[src/rtl/core/power_state_sequencer_assert.svh]
// ----------------------------------------------------------------------------
// Assertion macros for the power-state sequencer
// Shared concurrent assertion forms, clocked on clk; PSS_ASSERT is quiet during rst.
// ----------------------------------------------------------------------------
`ifndef POWER_STATE_SEQUENCER_ASSERT_SVH
`define POWER_STATE_SEQUENCER_ASSERT_SVH

// Checked at every rising edge outside reset.
`define PSS_ASSERT(label, prop, msg) \
  label: assert property (@(posedge clk) disable iff (rst) prop) else $error(msg);

// Checked at every rising edge, reset included.
`define PSS_ASSERT_ALWAYS(label, prop, msg) \
  label: assert property (@(posedge clk) prop) else $error(msg);

`endif

[src/rtl/core/pss_pkg.sv]
// ----------------------------------------------------------------------------
// Power-state sequencer package
// Types, codes and fixed constants shared by the sequencer files.
// ----------------------------------------------------------------------------
package pss_pkg;

  // Sequencer states, encoded as reported on state_now.
  typedef enum logic [2:0] {
    ST_BOOT   = 3'd0,
    ST_CONN   = 3'd1,
    ST_EXEC   = 3'd2,
    ST_SLEEP  = 3'd3,
    ST_SHUT   = 3'd4,
    ST_RESET  = 3'd5,
    ST_ASLEEP = 3'd6,
    ST_HALT   = 3'd7
  } pss_state_t;

  // Input commands; the unused code is served by default arms.
  typedef enum logic [2:0] {
    CMD_TICK     = 3'd0,
    CMD_WAKE_REQ = 3'd1,
    CMD_PUBLISH  = 3'd2,
    CMD_RESET    = 3'd3,
    CMD_SHUTDOWN = 3'd4,
    CMD_VITALS   = 3'd5,
    CMD_WOKE     = 3'd6
  } pss_cmd_t;

  // Result status codes.
  typedef enum logic [2:0] {
    STS_OK        = 3'd0,
    STS_PAST      = 3'd1,
    STS_SKIPPED   = 3'd2,
    STS_CANCELLED = 3'd3,
    STS_IGNORED   = 3'd4
  } pss_status_t;

  // Configuration register indexes.
  typedef enum logic [2:0] {
    CFG_SLEEP_ENABLE     = 3'd0,
    CFG_EXEC_MIN_SEC     = 3'd1,
    CFG_CONNECT_MAX_SEC  = 3'd2,
    CFG_SHUTDOWN_TIMEOUT = 3'd3,
    CFG_RESET_TIMEOUT    = 3'd4
  } pss_cfg_idx_t;

  localparam int TIME_WIDTH   = 40;
  localparam int SEC_WIDTH    = 17;
  localparam int SEC_MS_WIDTH = SEC_WIDTH + 10;
  localparam int DUR_WIDTH    = 32;

  localparam logic [SEC_MS_WIDTH-1:0] MS_PER_SEC   = SEC_MS_WIDTH'(1000);
  localparam logic [DUR_WIDTH-1:0]    MIN_SLEEP_MS = DUR_WIDTH'(1000);

  // Register values after reset.
  localparam logic [SEC_MS_WIDTH-1:0] EXEC_MIN_MS_RESET    = SEC_MS_WIDTH'(10000);
  localparam logic [SEC_MS_WIDTH-1:0] CONNECT_MAX_MS_RESET = SEC_MS_WIDTH'(90000);
  localparam logic [DUR_WIDTH-1:0]    SHUTDOWN_TIMEOUT_RESET = DUR_WIDTH'(60000);
  localparam logic [DUR_WIDTH-1:0]    RESET_TIMEOUT_RESET    = DUR_WIDTH'(60000);

  typedef struct packed {
    logic [2:0]            cmd;
    logic [TIME_WIDTH-1:0] now_ms;
    logic [TIME_WIDTH-1:0] wake_ms;
    logic                  connected;
    logic                  hold_sleep;
    logic                  full_wakeup;
  } pss_item_t;

  typedef struct packed {
    logic [2:0]           state_now;
    logic [2:0]           status;
    logic                 publish_vitals;
    logic                 modem_start;
    logic                 modem_stop;
    logic                 trigger_location;
    logic                 sleep_now;
    logic [DUR_WIDTH-1:0] sleep_duration_ms;
    logic                 enter_shipping;
    logic                 start_reset;
  } pss_result_t;

  typedef struct packed {
    logic [2:0]  index;
    logic [31:0] value;
  } pss_cfg_t;

endpackage

[src/rtl/core/pss_chan_if.sv]
// ----------------------------------------------------------------------------
// Valid/ready channel
// One transaction moves when valid and ready are both high at a clock edge.
// ----------------------------------------------------------------------------
interface pss_chan_if #(
  parameter type payload_t = logic
) ();

  logic     valid;
  logic     ready;
  payload_t data;

  modport source (output valid, output data, input ready);
  modport sink   (input valid, input data, output ready);

endinterface

[src/rtl/core/power_state_sequencer.sv]
// ----------------------------------------------------------------------------
// Power-state sequencer
// Steps a device through boot, connecting, execute, sleep, asleep, shutdown,
// reset and halted. The item channel carries ticks with the current time,
// wake-time requests, event flags and wake notices. Each item transaction
// yields exactly one result transaction on the result channel, holding the
// new state, a status code and one-transaction action pulses.
// The cfg channel writes the five registers by index; it is always ready. The
// user must write it only while no item is in flight; the block does not enforce this.
// Each result is registered, in the result register or, while an earlier
// result waits, in the skid register. Throughput is one item per cycle while
// item.ready is high, in a single pass from the item port into the state and result registers.
// A result register and a skid register sit on the result side; a new item
// is taken while a result waits, and item.ready drops only once both hold a
// result that the receiver has not taken.
// Synchronous reset returns the state to boot, clears all stored times and
// flags, and loads the register defaults.
// ----------------------------------------------------------------------------
`include "power_state_sequencer_assert.svh"

module power_state_sequencer (
  input  logic              clk,
  input  logic              rst,
  pss_chan_if.sink          item,
  pss_chan_if.source        result,
  pss_chan_if.sink          cfg
);

  import pss_pkg::*;

  // Configuration registers, second values kept in milliseconds.
  logic                    sleep_enable;
  logic [SEC_MS_WIDTH-1:0] exec_min_ms;
  logic [SEC_MS_WIDTH-1:0] connect_max_ms;
  logic [DUR_WIDTH-1:0]    shutdown_timeout_ms;
  logic [DUR_WIDTH-1:0]    reset_timeout_ms;

  // Sequencer state.
  pss_state_t            state, state_next;
  logic [TIME_WIDTH-1:0] next_wake, next_wake_next;
  logic [TIME_WIDTH-1:0] connect_start, connect_start_next;
  logic [TIME_WIDTH-1:0] execute_start, execute_start_next;
  logic [TIME_WIDTH-1:0] halt_start, halt_start_next;
  logic                  publish_seen, publish_seen_next;
  logic                  reset_pending, reset_pending_next;
  logic                  shutdown_pending, shutdown_pending_next;
  logic                  vitals_pending, vitals_pending_next;
  logic                  wakeup_override, wakeup_override_next;
  logic                  modem_full_on, modem_full_on_next;

  // Output stage.
  logic        out_valid;
  pss_result_t out_data;
  logic        skid_valid;
  pss_result_t skid_data;

  // Single-pass work signals.
  pss_item_t             in_data;
  pss_result_t           res;
  logic                  item_fire;
  logic                  out_take;
  logic [TIME_WIDTH-1:0] el_conn;
  logic [TIME_WIDTH-1:0] el_exec;
  logic [TIME_WIDTH-1:0] el_halt;
  logic [TIME_WIDTH-1:0] sleep_diff;
  logic [DUR_WIDTH-1:0]  sleep_dur;
  logic                  ovr;

  assign in_data   = item.data;
  assign item_fire = item.valid && item.ready;
  assign out_take  = out_valid && result.ready;

  assign item.ready   = !skid_valid;
  assign cfg.ready    = 1'b1;
  assign result.valid = out_valid;
  assign result.data  = out_data;

  // Elapsed times wrap modulo the 40-bit time width.
  assign el_conn    = in_data.now_ms - connect_start;
  assign el_exec    = in_data.now_ms - execute_start;
  assign el_halt    = in_data.now_ms - halt_start;
  assign sleep_diff = next_wake - in_data.now_ms;

  // Sleep length: saturated to 32 bits, with a floor when the wake time is now.
  always_comb begin
    if (sleep_diff == '0) begin
      sleep_dur = MIN_SLEEP_MS;
    end else if (|sleep_diff[TIME_WIDTH-1:DUR_WIDTH]) begin
      sleep_dur = '1;
    end else begin
      sleep_dur = sleep_diff[DUR_WIDTH-1:0];
    end
  end

  // Next state and result for the item on the input port.
  always_comb begin
    state_next            = state;
    next_wake_next        = next_wake;
    connect_start_next    = connect_start;
    execute_start_next    = execute_start;
    halt_start_next       = halt_start;
    publish_seen_next     = publish_seen;
    reset_pending_next    = reset_pending;
    shutdown_pending_next = shutdown_pending;
    vitals_pending_next   = vitals_pending;
    wakeup_override_next  = wakeup_override;
    modem_full_on_next    = modem_full_on;
    res                   = '0;
    ovr                   = wakeup_override;

    if (state == ST_HALT && in_data.cmd != CMD_TICK) begin
      res.status = STS_IGNORED;
    end else begin
      case (in_data.cmd)
        CMD_TICK: begin
          case (state)
            ST_BOOT: begin
              wakeup_override_next = 1'b0;
              state_next           = ST_CONN;
              connect_start_next   = in_data.now_ms;
              publish_seen_next    = 1'b0;
              res.modem_start      = 1'b1;
              modem_full_on_next   = 1'b1;
            end
            ST_CONN: begin
              if (vitals_pending && in_data.connected) begin
                vitals_pending_next = 1'b0;
                res.publish_vitals  = 1'b1;
              end
              if (publish_seen && in_data.connected) begin
                publish_seen_next  = 1'b0;
                state_next         = ST_EXEC;
                execute_start_next = in_data.now_ms;
              end else if (el_conn >= TIME_WIDTH'(connect_max_ms)) begin
                res.trigger_location = 1'b1;
                state_next           = ST_EXEC;
                execute_start_next   = in_data.now_ms;
              end
            end
            ST_EXEC: begin
              if (sleep_enable) begin
                if (!modem_full_on && (vitals_pending || shutdown_pending)) begin
                  ovr = 1'b1;
                end
                wakeup_override_next = ovr;
                if (!modem_full_on && ovr) begin
                  wakeup_override_next = 1'b0;
                  state_next           = ST_CONN;
                  connect_start_next   = in_data.now_ms;
                  publish_seen_next    = 1'b0;
                  res.modem_start      = 1'b1;
                  modem_full_on_next   = 1'b1;
                end else begin
                  if (shutdown_pending) begin
                    state_next      = ST_SHUT;
                    halt_start_next = in_data.now_ms;
                  end else if (reset_pending) begin
                    state_next      = ST_RESET;
                    halt_start_next = in_data.now_ms;
                  end
                  if (!in_data.hold_sleep && el_exec >= TIME_WIDTH'(exec_min_ms)) begin
                    state_next = ST_SLEEP;
                  end
                end
              end else begin
                execute_start_next = in_data.now_ms;
                if (vitals_pending && in_data.connected) begin
                  vitals_pending_next = 1'b0;
                  res.publish_vitals  = 1'b1;
                end
                if (shutdown_pending) begin
                  state_next      = ST_SHUT;
                  halt_start_next = in_data.now_ms;
                end else if (reset_pending) begin
                  state_next      = ST_RESET;
                  halt_start_next = in_data.now_ms;
                end
              end
            end
            ST_SLEEP: begin
              wakeup_override_next = 1'b0;
              if (next_wake == '0 || next_wake < in_data.now_ms) begin
                next_wake_next     = '0;
                res.status         = STS_CANCELLED;
                state_next         = ST_EXEC;
                execute_start_next = in_data.now_ms;
              end else begin
                res.modem_stop        = 1'b1;
                modem_full_on_next    = 1'b0;
                res.sleep_now         = 1'b1;
                res.sleep_duration_ms = sleep_dur;
                state_next            = ST_ASLEEP;
              end
            end
            ST_SHUT: begin
              if (vitals_pending && in_data.connected) begin
                vitals_pending_next = 1'b0;
                res.publish_vitals  = 1'b1;
              end
              if ((publish_seen && in_data.connected) ||
                  el_halt >= TIME_WIDTH'(shutdown_timeout_ms)) begin
                res.modem_stop     = 1'b1;
                modem_full_on_next = 1'b0;
                res.enter_shipping = 1'b1;
                state_next         = ST_HALT;
              end
            end
            ST_RESET: begin
              if (vitals_pending && in_data.connected) begin
                vitals_pending_next = 1'b0;
                res.publish_vitals  = 1'b1;
              end
              if ((publish_seen && in_data.connected) ||
                  el_halt >= TIME_WIDTH'(reset_timeout_ms)) begin
                res.start_reset = 1'b1;
                state_next      = ST_HALT;
              end
            end
            ST_ASLEEP: begin
              res.status = STS_IGNORED;
            end
            default: begin
              // Halted: a tick does nothing.
            end
          endcase
        end
        CMD_WAKE_REQ: begin
          if (in_data.wake_ms == '0) begin
            next_wake_next = '0;
          end else if (in_data.wake_ms <= in_data.now_ms) begin
            res.status = STS_PAST;
          end else if (next_wake != '0 && in_data.wake_ms > next_wake) begin
            res.status = STS_SKIPPED;
          end else begin
            next_wake_next = in_data.wake_ms;
          end
        end
        CMD_PUBLISH:  publish_seen_next     = 1'b1;
        CMD_RESET:    reset_pending_next    = 1'b1;
        CMD_SHUTDOWN: shutdown_pending_next = 1'b1;
        CMD_VITALS:   vitals_pending_next   = 1'b1;
        CMD_WOKE: begin
          if (state != ST_ASLEEP) begin
            res.status = STS_IGNORED;
          end else begin
            next_wake_next = '0;
            if (in_data.full_wakeup) begin
              wakeup_override_next = 1'b0;
              state_next           = ST_CONN;
              connect_start_next   = in_data.now_ms;
              publish_seen_next    = 1'b0;
              res.modem_start      = 1'b1;
              modem_full_on_next   = 1'b1;
            end else begin
              wakeup_override_next = 1'b0;
              modem_full_on_next   = 1'b0;
              state_next           = ST_EXEC;
              execute_start_next   = in_data.now_ms;
            end
          end
        end
        default: begin
          res.status = STS_IGNORED;
        end
      endcase
    end

    res.state_now = state_next;
  end

  // Configuration writes; second values are scaled to milliseconds here.
  always_ff @(posedge clk) begin
    if (rst) begin
      sleep_enable        <= 1'b0;
      exec_min_ms         <= EXEC_MIN_MS_RESET;
      connect_max_ms      <= CONNECT_MAX_MS_RESET;
      shutdown_timeout_ms <= SHUTDOWN_TIMEOUT_RESET;
      reset_timeout_ms    <= RESET_TIMEOUT_RESET;
    end else if (cfg.valid && cfg.ready) begin
      case (cfg.data.index)
        CFG_SLEEP_ENABLE:     sleep_enable <= cfg.data.value[0];
        CFG_EXEC_MIN_SEC:
          exec_min_ms <= SEC_MS_WIDTH'(cfg.data.value[SEC_WIDTH-1:0]) * MS_PER_SEC;
        CFG_CONNECT_MAX_SEC:
          connect_max_ms <= SEC_MS_WIDTH'(cfg.data.value[SEC_WIDTH-1:0]) * MS_PER_SEC;
        CFG_SHUTDOWN_TIMEOUT: shutdown_timeout_ms <= cfg.data.value;
        CFG_RESET_TIMEOUT:    reset_timeout_ms    <= cfg.data.value;
        default: begin
          // Writes beyond the register list are dropped.
        end
      endcase
    end
  end

  // State register, updated once per item transaction.
  always_ff @(posedge clk) begin
    if (rst) begin
      state            <= ST_BOOT;
      next_wake        <= '0;
      connect_start    <= '0;
      execute_start    <= '0;
      halt_start       <= '0;
      publish_seen     <= 1'b0;
      reset_pending    <= 1'b0;
      shutdown_pending <= 1'b0;
      vitals_pending   <= 1'b0;
      wakeup_override  <= 1'b0;
      modem_full_on    <= 1'b0;
    end else if (item_fire) begin
      state            <= state_next;
      next_wake        <= next_wake_next;
      connect_start    <= connect_start_next;
      execute_start    <= execute_start_next;
      halt_start       <= halt_start_next;
      publish_seen     <= publish_seen_next;
      reset_pending    <= reset_pending_next;
      shutdown_pending <= shutdown_pending_next;
      vitals_pending   <= vitals_pending_next;
      wakeup_override  <= wakeup_override_next;
      modem_full_on    <= modem_full_on_next;
    end
  end

  // Result and skid valid flags.
  always_ff @(posedge clk) begin
    if (rst) begin
      out_valid  <= 1'b0;
      skid_valid <= 1'b0;
    end else if (out_take) begin
      if (skid_valid) begin
        skid_valid <= 1'b0;
      end else if (!item_fire) begin
        out_valid <= 1'b0;
      end
    end else if (item_fire) begin
      if (out_valid) begin
        skid_valid <= 1'b1;
      end else begin
        out_valid <= 1'b1;
      end
    end
  end

  // Result and skid payloads.
  always_ff @(posedge clk) begin
    if (out_take) begin
      if (skid_valid) begin
        out_data <= skid_data;
      end else if (item_fire) begin
        out_data <= res;
      end
    end else if (item_fire) begin
      if (out_valid) begin
        skid_data <= res;
      end else begin
        out_data <= res;
      end
    end
  end

  // The skid register only fills behind a waiting result.
  `PSS_ASSERT(a_skid_behind_out, skid_valid |-> out_valid, "skid holds data with no result")
  // Halted is a final state.
  `PSS_ASSERT(a_halt_final, state == ST_HALT |=> state == ST_HALT, "left the halted state")
  // A sleep pulse always moves to asleep with a nonzero length.
  `PSS_ASSERT(a_sleep_result,
    out_valid && out_data.sleep_now |-> out_data.state_now == ST_ASLEEP && out_data.sleep_duration_ms != '0,
    "sleep pulse without asleep state or length")
  // Shipping and reset pulses only come with the halted state.
  `PSS_ASSERT(a_halt_pulses,
    out_valid && (out_data.enter_shipping || out_data.start_reset) |-> out_data.state_now == ST_HALT,
    "shipping or reset pulse outside halted")
  // Nothing leaves the block during reset.
  `PSS_ASSERT_ALWAYS(a_reset_quiet, rst |=> !out_valid && !skid_valid, "result valid after reset")

endmodule

[src/flat_wrapper.sv]
// flat-port wrapper written by rule: the top's interface ports become plain ports
module power_state_sequencer_flat import pss_pkg::*;
  (clk, rst, item_valid, item_data, item_ready, result_valid, result_data, result_ready, cfg_valid, cfg_data, cfg_ready);
  pss_chan_if #(.payload_t(pss_item_t)) item_i ();
  pss_chan_if #(.payload_t(pss_result_t)) result_i ();
  pss_chan_if #(.payload_t(pss_cfg_t)) cfg_i ();
  input  logic clk;
  input  logic rst;
  input wire logic [$bits(item_i.valid)-1:0] item_valid;
  input wire logic [$bits(item_i.data)-1:0] item_data;
  output wire logic [$bits(item_i.ready)-1:0] item_ready;
  output wire logic [$bits(result_i.valid)-1:0] result_valid;
  output wire logic [$bits(result_i.data)-1:0] result_data;
  input wire logic [$bits(result_i.ready)-1:0] result_ready;
  input wire logic [$bits(cfg_i.valid)-1:0] cfg_valid;
  input wire logic [$bits(cfg_i.data)-1:0] cfg_data;
  output wire logic [$bits(cfg_i.ready)-1:0] cfg_ready;
  assign item_i.valid = item_valid;
  assign item_i.data = item_data;
  assign item_ready = item_i.ready;
  assign result_valid = result_i.valid;
  assign result_data = result_i.data;
  assign result_i.ready = result_ready;
  assign cfg_i.valid = cfg_valid;
  assign cfg_i.data = cfg_data;
  assign cfg_ready = cfg_i.ready;
  power_state_sequencer u_core (.clk(clk), .rst(rst), .item(item_i), .result(result_i), .cfg(cfg_i));
endmodule
[config.mk]
export PLATFORM = sky130hd
export DESIGN_NAME = power_state_sequencer_flat
export DESIGN_NICKNAME = d
export VERILOG_FILES = /design/src/rtl/core/pss_pkg.sv /design/src/rtl/core/pss_chan_if.sv /design/src/rtl/core/power_state_sequencer.sv /design/src/flat_wrapper.sv
export VERILOG_INCLUDE_DIRS = /design/src /design/src/rtl/core
export SDC_FILE = /design/constraint.sdc
export NUM_CORES = 2
export LEC_CHECK = 0
export BUFFER_PORTS_ARGS = -buffer_cell sky130_fd_sc_hd__clkbuf_2
export CAP_MARGIN = 10
export CORE_ASPECT_RATIO = 1.75
export CORE_MARGIN = 2
export CORE_UTILIZATION = 50
export DETAILED_ROUTE_END_ITERATION = 8
export MAX_ROUTING_LAYER = met4
export PLACE_DENSITY = 0.74
export SETUP_SLACK_MARGIN = 0.05
export SLEW_MARGIN = 0
export SYNTH_ARGS = -nofsm -noshare
export SYNTH_HDL_FRONTEND = slang
export SYNTH_SLANG_ARGS = --single-unit
[constraint.sdc]
create_clock -name clk -period 16.9 [get_ports clk]
set_clock_uncertainty 0.15 [all_clocks]
set_input_delay 1.69 -clock clk [delete_from_list [all_inputs] [get_ports clk]]
set_output_delay 1.69 -clock clk [all_outputs]
set_load 0.01 [all_outputs]
==> flow_summary_export.csv <==
group,metric,value,unit
outcome,status,"completed",
sta,slew_violations,0,
synthesis,synth_nets,4598,
cts,h-tree-depth,2,
global_route,antenna_found_initial,2,
synthesis,synth-async-reset-ratio,0,%
synthesis,yosysUniqueCellTypes,97,
placed_design,placed_cells,4850,
worst_setup_path,end_kind,"register",
cts,cts_buffers,38,
sta,relSlewSlack,14.3,%
sta,max_freq,120,MHz
sta,final.setup.worst_slack,8.60,ns
floorplan,rows,122,
routing,drc,0,
worst_setup_path,start_kind,"input port",
synthesis,yosys.area.top_type,"dfxtp_1",
global_route,grtUsageTotal,32.5,%
cts,clock_sinks,374,
synthesis,ys_warn_count,0,
min_path,min_to,"u_core.reset_timeout_ms[26]$_SDFFE_PP0P_",
routing,first_pass_iters,5,
worst_setup_path,path_max_fanout,6,
sta,fin_crit_sh,49.1,%
worst_setup_path,r2r_start,"u_core.execute_start[0]$_SDFFE_PP0P_",
sta,hold_slack,0.304,ns
routing,drtIter0Drc,1639,
routing,finalWirelength,105000,um
synthesis,synth_top_flop_cell,"dfxtp_1",
placed_design,hpwl,84200,um
worst_setup_path,worst_ep_required_time,17.07,ns
floorplan,die_h,337,um
synthesis,ys_seq_area_share,26.4,%
routing,via_per_inst,5.96,
synthesis,synth_edf_count,90,
synthesis,mappedNetlistArea,31700,sq um
job,drv_cap,0,
cts,cts.reportedPaths.clkPinSlew,0.06,ns
synthesis,synth.area.top_cells,"dfxtp_1, ha_1, edfxtp_1, a21oi_1, nand2_1",
cts,clk_latency,0.58,ns
layout,final_nets,4676,
min_path,timing.hold.worst.start,"u_core.reset_timeout_ms[26]$_SDFFE_PP0P_",
global_route,grt_pass1_vias,28900,
layout,drive_gt1_share,7.81,%
floorplan,start_util,50.4,%
worst_setup_path,startpoint,"item_data[43]",
floorplan,io_pins,174,
placed_design,place_congestion,1.04,
power_and_ir_drop,ir_worst_vdd,0.0873,mV
cts,root_buffer,"clkbuf_16",
routing,vias,29300,
synthesis,synth.avg_cell_area,7.92,sq um
synthesis,yosysMostFrequentCell,"nand2_1",
global_route,grt_max_degree,119,
synthesis,ys_ff_latch,374,
synthesis,synth_common_cells,"nand2_1, a21oi_1, inv_1, ha_1, dfxtp_1",
placed_design,port_buffers,172,
global_route,grt_pass1_wl,160000,um
layout,synthToLayoutAreaGrowth,8.60,%
layout,finalNonFillerCells,4919,
worst_setup_path,worstSetupPathType,"in -> reg",
routing,ant_nets,0,
power_and_ir_drop,power_leakage,14.7,nW
global_route,grt_overflow,0,
synthesis,synth_top_area_share,17.9,%
cts,cts_resized,0,
placed_design,pre_cts_ws,8.19,ns
cts,cts_tree,"built",
power_and_ir_drop,cellPowerDensity,85.9,nW/um^2
cts,hold_buffers,0,
worst_setup_path,r2r_end,"u_core.result.data[43]$_DFFE_PP_",
sta,rsz0062_at_grt,"false",
synthesis,synth_cells,4006,
floorplan,die_w,194,um
cts,clockBufferDepth,3,
floorplan,coreArea,63000,sq um
floorplan,die-area,65600,sq um
min_path,holdPathStages,2,
sta,hold_violations,0,
sta,finalCriticalPeriod,8.30,ns
layout,fillCellCount,6083,
worst_setup_path,r2r_slack,9.73,ns
routing,wire_per_inst,21.3,um
worst_setup_path,crit_arrival,8.47,ns
min_path,hold_path_class,"reg -> reg",
cts,post_cts_buffers,0,
worst_setup_path,reg2regPathDepth,25,
sta,setup_viol,0,
sta,worst_pin_slew,1.28,ns
sta,fin_tns_setup,0,ns
worst max-delay path: stages:
cell and delay [ns]:
clkbuf_2 0.19, inv_1 0.16, ha_1 0.18, inv_1 0.06, fa_1 0.42, a211oi_1 0.60, o211ai_1 0.29, a221oi_2 0.47
o21bai_1 0.23, a31o_2 0.32, a21oi_1 0.24, o21bai_1 0.10, a21oi_1 0.19, xnor2_1 0.15, ha_1 0.27, nand2_1 0.10
nor4_1 0.08, a221oi_1 0.23, o21ai_0 0.12, o311ai_0 0.47, nand4_1 0.14, a221oi_1 0.24, nand4_1 0.53, nor3_1 0.34
a2bb2oi_1 0.19, nand3_1 0.14, mux2_2 0.31
layer usage:
layer | track usage, % | vias up | routed length [um]
met5 | - | - | 0
met4 | 27.8 | 0 | 10700
met3 | 4.34 | 398 | 4630
met2 | 58.7 | 859 | 53200
met1 | 30.3 | 13800 | 36300
li1 | - | 14300 | -
stage by stage:
stage / util (%) / instance area [sq um] / power [mW]
finish: 54.7 / 34500 / 2.96
CTS: 54.7 / 34500 / 2.97
global route: 54.7 / 34500 / 3.12
detailed placement: 52.6 / 33100 / 2.05
floorplan: - / 31700 / 1.74
global placement: 52.6 / 33100 / 2.04
layout by cell type (no fill, tap or decap), drive strengths merged, types with 65 or more instances in the layout:
master,n
a21o,116
inv,431
nand2,577
ha,404
dfxtp,284
nand3,65
o21ai,172
nand4,67
clkbuf,222
a21oi,438
edfxtp,90
xnor2,81
nor2,246
logic make-up after synthesis:
kind of cell             Yosys count  synth area share (%)
multiplexers                      57                  1.84
XOR/XNOR                         136                  3.75
other                              1                0.0118
AO/OA/AOI/OAI                   1080                  21.6
AND/OR/NAND/NOR                 1307                  19.3
flip-flops                       374                  26.4
adder cells (fa/ha/maj)          466                  19.8
buffers and inverters            585                  7.24
layout make-up:
class                      count  area [sq um]  share of cell area, %
tap                          806          1010                   2.93
antenna                        2          5.00                 0.0145
clock buffer                  50          1080                   3.12
sequential                   374          8390                   24.3
timing repair buffer         197          1060                   3.07
inverter                     426          1600                   4.64
multi-input combinational   3047         21100                   61.2
clock inverter                17           245                  0.711
state kept, by name, summed over array words and instances, names as in the netlist, 3 cells and up:
name	count
u_core.result.data	45
u_core.skid_data	45
u_core.connect_start	40
u_core.execute_start	40
u_core.halt_start	40
u_core.next_wake	40
u_core.reset_timeout_ms	32
u_core.shutdown_timeout_ms	32
u_core.connect_max_ms	24
u_core.exec_min_ms	24
u_core.state	3
report_power, final:
| part | switching, mW | total, mW | internal, mW |
|---|---|---|---|
| Clock | 0.386 | 0.916 | 0.530 |
| Combinational | 0.662 | 1.08 | 0.415 |
| Sequential | 0.0186 | 0.966 | 0.948 |
| Total | 1.07 | 2.96 | 1.89 |
worst max path at each step:
stage                                       endpoint  slack (ns)  depth (start not counted)
detailed placement  u_core.result.data[43]$_DFFE_PP_        8.19                         27
finish              u_core.result.data[43]$_DFFE_PP_        8.60                         27
global placement    u_core.result.data[43]$_DFFE_PP_        8.26                         27
CTS                 u_core.result.data[43]$_DFFE_PP_        8.78                         27
floorplan           u_core.result.data[43]$_DFFE_PP_        9.91                         25
global route        u_core.result.data[43]$_DFFE_PP_        8.18                         27
Power figures use the tool's default switching activity.
